**config.mk**
```make
export PLATFORM = sky130hd
export DESIGN_NAME = vector_l2_normalizer
export DESIGN_NICKNAME = d
export VERILOG_FILES = /design/src/vl2n_pkg.sv /design/src/vector_l2_normalizer.sv
export SDC_FILE = /design/constraint.sdc
export NUM_CORES = 2
export LEC_CHECK = 0
export BUFFER_PORTS_ARGS = -buffer_cell sky130_fd_sc_hd__buf_2
export CORE_UTILIZATION = 60
export CTS_BUF_LIST = sky130_fd_sc_hd__clkbuf_8
export CTS_CLUSTER_DIAMETER = 200
export DETAILED_ROUTE_END_ITERATION = 10
export PLACE_DENSITY_LB_ADDON = 0.05
export SETUP_SLACK_MARGIN = 0.4
export SLEW_MARGIN = 15
export SYNTH_ARGS = -nofsm -noshare
export SYNTH_HDL_FRONTEND = slang
export SYNTH_SLANG_ARGS = --single-unit
```
**constraint.sdc**
```tcl
create_clock -name i_clk -period 9.75 [get_ports i_clk]
set_input_delay 1.4625 -clock i_clk [delete_from_list [all_inputs] [get_ports i_clk]]
set_output_delay 1.4625 -clock i_clk [all_outputs]
set_load 0.005 [all_outputs]
```
**src/vl2n_pkg.sv**
```systemverilog
// shared types and constants for the vector l2 normaliser
// no dependencies
`default_nettype none

package vl2n_pkg;

    // fixed widths of the result fields and of the running sum
    localparam int SUM_W       = 40;
    localparam int OUT_W       = 16;
    localparam int IDX_OUT_W   = 6;

    // quotient bits of the scaled square and result bits of its root
    localparam int DIV_STEPS   = 30;
    localparam int SQRT_STEPS  = 15;
    localparam int STEP_W      = 5;

    localparam logic [SUM_W-1:0] SUM_MAX = '1;
    localparam logic [OUT_W-1:0] POS_MAX = 16'h7fff;
    localparam logic [OUT_W-1:0] Q_ONE   = 16'h8000;

    // sequencer states
    typedef enum logic [2:0] {
        S_IDLE,
        S_ACC,
        S_READ,
        S_SQ,
        S_CMP,
        S_DIV,
        S_SQRT,
        S_OUT
    } t_state;

endpackage

`default_nettype wire

```
**src/vector_l2_normalizer.sv**
```systemverilog
// vector l2 normaliser: element store, sum of squares and serial rsqrt scaling
// depends on vl2n_pkg
`default_nettype none

// Elements are taken one per request while busy is low; each request keeps
// busy high in S_ACC while its square is added to the sum, and no element
// is taken then. The request marked last starts the emission: every stored
// element is read back from the element store, its square is divided by the
// sum of squares one quotient bit a cycle and the square root of that
// quotient is taken two quotient bits a cycle; a result passes read, square,
// check, division, root and output, and a zero vector or an element whose
// square reaches the sum skips the division and root. Each result is shown
// for one cycle with o_valid high and the receiver cannot stall it; busy
// stays high until the last result has gone. Elements past MAX_LEN are
// dropped and every result of that vector has o_overflow_flag set.
module vector_l2_normalizer #(
    parameter int MAX_LEN    = 64,
    parameter int ELEM_WIDTH = 16
) (
    input  wire                              i_clk,
    input  wire                              i_rst_n,
    input  wire                              start,
    output logic                             busy,
    input  wire  signed [ELEM_WIDTH-1:0]     i_element_value,
    input  wire                              i_is_last,
    output logic                             o_valid,
    output logic signed [vl2n_pkg::OUT_W-1:0] o_normalized_value,
    output logic [vl2n_pkg::IDX_OUT_W-1:0]   o_element_index,
    output logic                             o_last_result,
    output logic                             o_overflow_flag
);
    import vl2n_pkg::*;

    localparam int W     = ELEM_WIDTH;
    localparam int CNT_W = $clog2(MAX_LEN + 1);
    localparam int IDX_W = (MAX_LEN > 1) ? $clog2(MAX_LEN) : 1;
    localparam int SW    = ((2 * W > SUM_W) ? 2 * W : SUM_W) + 1;

    // element store
    logic [W-1:0]       mem [MAX_LEN];
    logic [W-1:0]       r_rd_data;

    t_state             r_state,   n_state;
    logic [CNT_W-1:0]   r_count,   n_count;
    logic [SUM_W-1:0]   r_sum,     n_sum;
    logic               r_dropped, n_dropped;
    logic               r_take,    n_take;
    logic               r_last,    n_last;
    logic [IDX_W-1:0]   r_idx,     n_idx;
    logic [2*W-1:0]     r_sq,      n_sq;
    logic               r_neg,     n_neg;
    logic [SUM_W-1:0]   r_rem,     n_rem;
    logic [DIV_STEPS-1:0] r_quo,   n_quo;
    logic [OUT_W-1:0]   r_q,       n_q;
    logic [STEP_W-1:0]  r_step,    n_step;

    logic               accept;
    logic [W-1:0]       mul_src;
    logic [W-1:0]       mag;
    logic [SW-1:0]      sum_x;
    logic [SW-1:0]      sq_x;
    logic [SUM_W:0]     div_rem2;
    logic [SUM_W:0]     div_diff;
    logic [18:0]        sq_rem;
    logic [16:0]        sq_test;
    logic [18:0]        sq_diff;
    logic               idx_last;

    assign accept = start && (r_state == S_IDLE);

    // store write on accept and registered read at the emission index
    always_ff @(posedge i_clk) begin
        if (accept && (r_count < CNT_W'(MAX_LEN))) begin
            mem[r_count[IDX_W-1:0]] <= i_element_value;
        end
        r_rd_data <= mem[r_idx];
    end

    // shared squarer: input element while loading, stored element on emission
    always_comb begin
        mul_src = (r_state == S_IDLE) ? i_element_value : r_rd_data;
        mag     = mul_src[W-1] ? (~mul_src + 1'b1) : mul_src;
    end

    assign sum_x    = SW'(r_sum) + SW'(r_sq);
    assign sq_x     = SW'(r_sq);
    assign div_rem2 = {r_rem, 1'b0};
    assign div_diff = div_rem2 - {1'b0, r_sum};
    assign sq_rem   = {r_rem[16:0], r_quo[DIV_STEPS-1 -: 2]};
    assign sq_test  = {r_q[14:0], 2'b01};
    assign sq_diff  = sq_rem - 19'(sq_test);
    assign idx_last = (CNT_W'(r_idx) + 1'b1) == r_count;

    // next state and datapath
    always_comb begin
        n_state   = r_state;
        n_count   = r_count;
        n_sum     = r_sum;
        n_dropped = r_dropped;
        n_take    = r_take;
        n_last    = r_last;
        n_idx     = r_idx;
        n_sq      = r_sq;
        n_neg     = r_neg;
        n_rem     = r_rem;
        n_quo     = r_quo;
        n_q       = r_q;
        n_step    = r_step;
        case (r_state)
            S_IDLE: begin
                if (start) begin
                    n_last = i_is_last;
                    n_sq   = (2*W)'(mag) * (2*W)'(mag);
                    if (r_count < CNT_W'(MAX_LEN)) begin
                        n_take  = 1'b1;
                        n_count = r_count + 1'b1;
                    end else begin
                        n_take    = 1'b0;
                        n_dropped = 1'b1;
                    end
                    n_state = S_ACC;
                end
            end
            // saturating accumulate of the element square
            S_ACC: begin
                if (r_take) begin
                    n_sum = (sum_x > SW'(SUM_MAX)) ? SUM_MAX : sum_x[SUM_W-1:0];
                end
                if (r_last) begin
                    n_idx   = '0;
                    n_state = S_READ;
                end else begin
                    n_state = S_IDLE;
                end
            end
            // wait for the registered store read
            S_READ: begin
                n_state = S_SQ;
            end
            S_SQ: begin
                n_sq    = (2*W)'(mag) * (2*W)'(mag);
                n_neg   = r_rd_data[W-1];
                n_state = S_CMP;
            end
            // zero vector and full-scale cases, else start the division
            S_CMP: begin
                n_step = '0;
                n_quo  = '0;
                if (r_sum == '0) begin
                    n_q     = '0;
                    n_state = S_OUT;
                end else if (sq_x >= SW'(r_sum)) begin
                    n_q     = Q_ONE;
                    n_state = S_OUT;
                end else begin
                    n_rem   = sq_x[SUM_W-1:0];
                    n_q     = '0;
                    n_state = S_DIV;
                end
            end
            // restoring division of square * 2^30 by the sum, one bit a cycle
            S_DIV: begin
                if (!div_diff[SUM_W]) begin
                    n_rem = div_diff[SUM_W-1:0];
                    n_quo = {r_quo[DIV_STEPS-2:0], 1'b1};
                end else begin
                    n_rem = div_rem2[SUM_W-1:0];
                    n_quo = {r_quo[DIV_STEPS-2:0], 1'b0};
                end
                if (r_step == STEP_W'(DIV_STEPS - 1)) begin
                    n_step  = '0;
                    n_rem   = '0;
                    n_state = S_SQRT;
                end else begin
                    n_step = r_step + 1'b1;
                end
            end
            // digit-recurrence square root, two quotient bits a cycle
            S_SQRT: begin
                n_quo = {r_quo[DIV_STEPS-3:0], 2'b00};
                if (!sq_diff[18]) begin
                    n_rem = SUM_W'(sq_diff);
                    n_q   = {r_q[14:0], 1'b1};
                end else begin
                    n_rem = SUM_W'(sq_rem);
                    n_q   = {r_q[14:0], 1'b0};
                end
                if (r_step == STEP_W'(SQRT_STEPS - 1)) begin
                    n_state = S_OUT;
                end else begin
                    n_step = r_step + 1'b1;
                end
            end
            // one result out, then next element or back to idle
            S_OUT: begin
                if (idx_last) begin
                    n_count   = '0;
                    n_sum     = '0;
                    n_dropped = 1'b0;
                    n_state   = S_IDLE;
                end else begin
                    n_idx   = r_idx + 1'b1;
                    n_state = S_READ;
                end
            end
            default: begin
                n_state = S_IDLE;
            end
        endcase
    end

    // control registers
    always_ff @(posedge i_clk) begin
        if (!i_rst_n) begin
            r_state   <= S_IDLE;
            r_count   <= '0;
            r_sum     <= '0;
            r_dropped <= 1'b0;
            r_take    <= 1'b0;
            r_last    <= 1'b0;
            r_idx     <= '0;
            r_step    <= '0;
        end else begin
            r_state   <= n_state;
            r_count   <= n_count;
            r_sum     <= n_sum;
            r_dropped <= n_dropped;
            r_take    <= n_take;
            r_last    <= n_last;
            r_idx     <= n_idx;
            r_step    <= n_step;
        end
    end

    // datapath registers
    always_ff @(posedge i_clk) begin
        r_sq  <= n_sq;
        r_neg <= n_neg;
        r_rem <= n_rem;
        r_quo <= n_quo;
        r_q   <= n_q;
    end

    // result ports with sign and saturation
    always_comb begin
        busy            = (r_state != S_IDLE);
        o_valid         = (r_state == S_OUT);
        o_element_index = IDX_OUT_W'(r_idx);
        o_last_result   = idx_last;
        o_overflow_flag = r_dropped;
        if (r_neg) begin
            o_normalized_value = -r_q;
        end else if (r_q[OUT_W-1]) begin
            o_normalized_value = POS_MAX;
        end else begin
            o_normalized_value = r_q;
        end
    end

endmodule

`default_nettype wire
```
==> flow_summary.toml <==
[grt]
grt_pass1_vias = 35400
track_usage_pct = 30.3
grt_pass1_wl_mm = 225
grt_max_degree = 134
antenna_found_initial = 6
grt.overflow.total = 0

[worst_setup_path]
critPathTopFamily = "adder cells"
critPathCaptureType = "register"
crit_top_cell = "fa_1"
cp_slowest_stage_delay_ns = 0.54
rr_worst_depth = 29
crit_buf_inv = 7
cp.depth = 29
cp-endpoint = "r_sq[30]"
rrSetupSlack_ns = 1.09
required_ns = 10.41
crit_fanout = 13
arrival_ns = 9.32
startpoint_type = "register"
worstSetupStartpoint = "r_state[0]"
criticalPathCategory = "reg2reg"
cp_slowest_cell = "fa_1"
r2r_start = "r_state[0]"
r2r_end = "r_sq[30]"

[route]
route.detailed.drc = 0
routed_wl_mm = 152
first_pass_iters = 6
drt_iter0_markers = 3517
wl_per_cell_um = 26.8
antenna_left = 0
vias = 35400
vias_per_cell = 6.25

[timing]
hold_ws_ns = 0.495
post-route-min-period_ns = 8.66
final-hold-violation-count = 0
worstMarginPinSlew_ns = 1.10
rsz0062_at_grt = "no"
finalSetupViolCount = 0
tns_ns = 0
slew_violations = 0
period_share_pct = 88.8
skew_ns = 0.0429
slew_headroom_pct = 26.5
fmax_mhz = 115

[floorplan]
die_w_um = 319
core_region_area_um2 = 99900
std_cell_rows = 116
initial_core_util_pct = 60.5
dieHeight_um = 319
io_pins = 46
die_area_um2 = 102000

[power_and_ir_drop]
power.density_nw_per_um2 = 376
power_leakage_uw = 0.0235
vdd_ir_drop_max_mv = 1.21

[clock_network]
cts_num_sinks = 1222
cts_tree = "built"
path_clk_slew_ns = 0.06
cts_made_buffers = 192
cts_buffer_depth = 3
holdBufCountCts = 0
insertion_delay_ns = 0.89
clock-root-buffer = "clkbuf_8"
htreeDepth = 4

[yosys]
ys_top_cells_by_count = "edfxtp_1, inv_1, mux4_2, nor2_1, ha_1"
synth_edf_count = 1142
ys_seq_area_share_pct = 59.4
synth_area_um2 = 60400
yosysMostFrequentCell = "edfxtp_1"
ys.flop_type = "edfxtp_1"
synthCells = 3991
avgSynthCellArea_um2 = 15.1
synth.area.top_cells = "edfxtp_1, mux4_2, fa_1, ha_1, dfxtp_1"
yosys_warnings = 0
synth_cell_type_count = 79
yosys_register_bits = 1222
synth_top_area_share_pct = 56.8
synth_top_area_cell = "edfxtp_1"
synthArstFlopShare_pct = 0

[placement]
hpwl_mm = 98.3
place_congestion = 0.931
port_buffers = 45

[job]
cap_violations = 0

[layout]
syn_to_final_growth_pct = 10.1
layout-drive-gt1-share_pct = 18.8
nets = 4612

[status]
outcome = "completed"

[min_path]
min_path_type = "reg2reg"
-- where the power goes --
part	total [uW]	switching (uW)	internal, uW
combinational	14100	8240	5840
sequential	6670	140	6530
clock	4240	2060	2180
-- sequential cells by signal, indices dropped and copies added, names as in the netlist --
signal / count
r_q: 16
r_take: 1
r_neg: 1
o_overflow_flag: 1
r_rem: 40
r_last: 1
r_state: 3
r_sum: 40
mem: 1024
r_count: 7
r_rd_data: 16
o_element_index: 6
r_quo: 30
r_step: 5
r_sq: 31
-- routing by layer --
| metal | GRT usage (%) | wire length (um) | up-vias |
|---|---|---|---|
| li1 | - | - | 15700 |
| met1 | 41.0 | 61000 | 18100 |
| met2 | 50.0 | 74800 | 1391 |
| met3 | 5.26 | 10800 | 288 |
| met4 | 10.7 | 5170 | 2 |
| met5 | 0 | 8 | - |
-- worst min-delay path by stage --
stage                  start   endpoint  depth (start not counted)
6_report              r_last     r_last                          2
5_1_grt            r_sum[37]  r_sum[37]                          2
4_1_cts               r_last     r_last                          2
3_5_place_dp          r_last     r_last                          2
3_3_place_gp          r_last     r_last                          2
2_1_floorplan  r_rd_data[15]      r_neg                          0
-- through the flow --
| step | utilization [%] | cell area (um^2) | total power [uW] | instances | worst slack, ns |
|---|---|---|---|---|---|
| floorplan | - | 60400 | 17200 | 4000 | 0.905 |
| global placement | 62.8 | 62700 | 20800 | 5309 | 0.487 |
| detailed placement | 62.8 | 62700 | 20900 | 5309 | 0.283 |
| CTS | 66.6 | 66500 | 25200 | 5663 | 0.821 |
| global route | 66.6 | 66500 | 27100 | 5664 | 0.520 |
| finish | 66.6 | 66500 | 25000 | 5668 | 1.09 |
-- timing repair --
action                                  CTS  global route
gates resized for setup                   0             5
endpoints found under the setup margin    0             3
buffers inserted                          0             0
-- cell families (layout without fill, tap and decap cells) --
| family | Yosys count | in the layout | share of synthesized area (%) |
|---|---|---|---|
| flops | 1222 | 1222 | 59.4 |
| buf+inv | 524 | 889 | 3.30 |
| compound gates | 577 | 577 | 6.22 |
| mux | 371 | 371 | 13.1 |
| xor+xnor | 135 | 135 | 1.97 |
| simple gates | 773 | 773 | 5.90 |
| fa+ha+maj | 387 | 387 | 10.1 |
| other cells | 2 | 16 | 0.0124 |
-- cell type report --
cell class | instances | area [um^2]
Sequential cell | 1222 | 35900
Fill cell | 7132 | 33300
Multi-Input combinational cell | 2254 | 22600
Clock buffer | 201 | 2770
Tap cell | 1298 | 1620
Inverter | 358 | 1340
Timing Repair Buffer | 177 | 1240
Clock inverter | 153 | 985
Antenna cell | 5 | 12.5
-- worst reg2reg max path: cells and delay by family (launching register included) --
kind,cells,cell delay [ns]
adder cells (fa/ha/maj),7,3.41
AO/OA/AOI/OAI,10,2.17
AND/OR/NAND/NOR,4,1.36
buffers and inverters,7,0.83
XOR/XNOR,1,0.39
flip-flops,1,0.29
-- placed cells by master (no fill, tap or decap), types with 18 or more instances in the layout --
cell / n
edfxtp_1: 1142
inv_1: 396
mux4_2: 336
nor2_1: 263
ha_1: 222
clkbuf_8: 201
nand2_1: 194
fa_1: 165
a21oi_1: 153
buf_4: 129
o21ai_0: 123
xnor2_1: 85
dfxtp_1: 76
nand3_1: 64
nor3_1: 58
clkinv_1: 57
xor2_1: 46
buf_2: 45
a21o_1: 44
clkinv_2: 33
mux2i_1: 31
a22o_1: 29
a31oi_1: 27
nand4_1: 26
o21a_1: 25
o21bai_1: 23
nor4_1: 22
nand2b_1: 21
nor2b_1: 20
or3_1: 18
(Power assumes the default switching activity.)
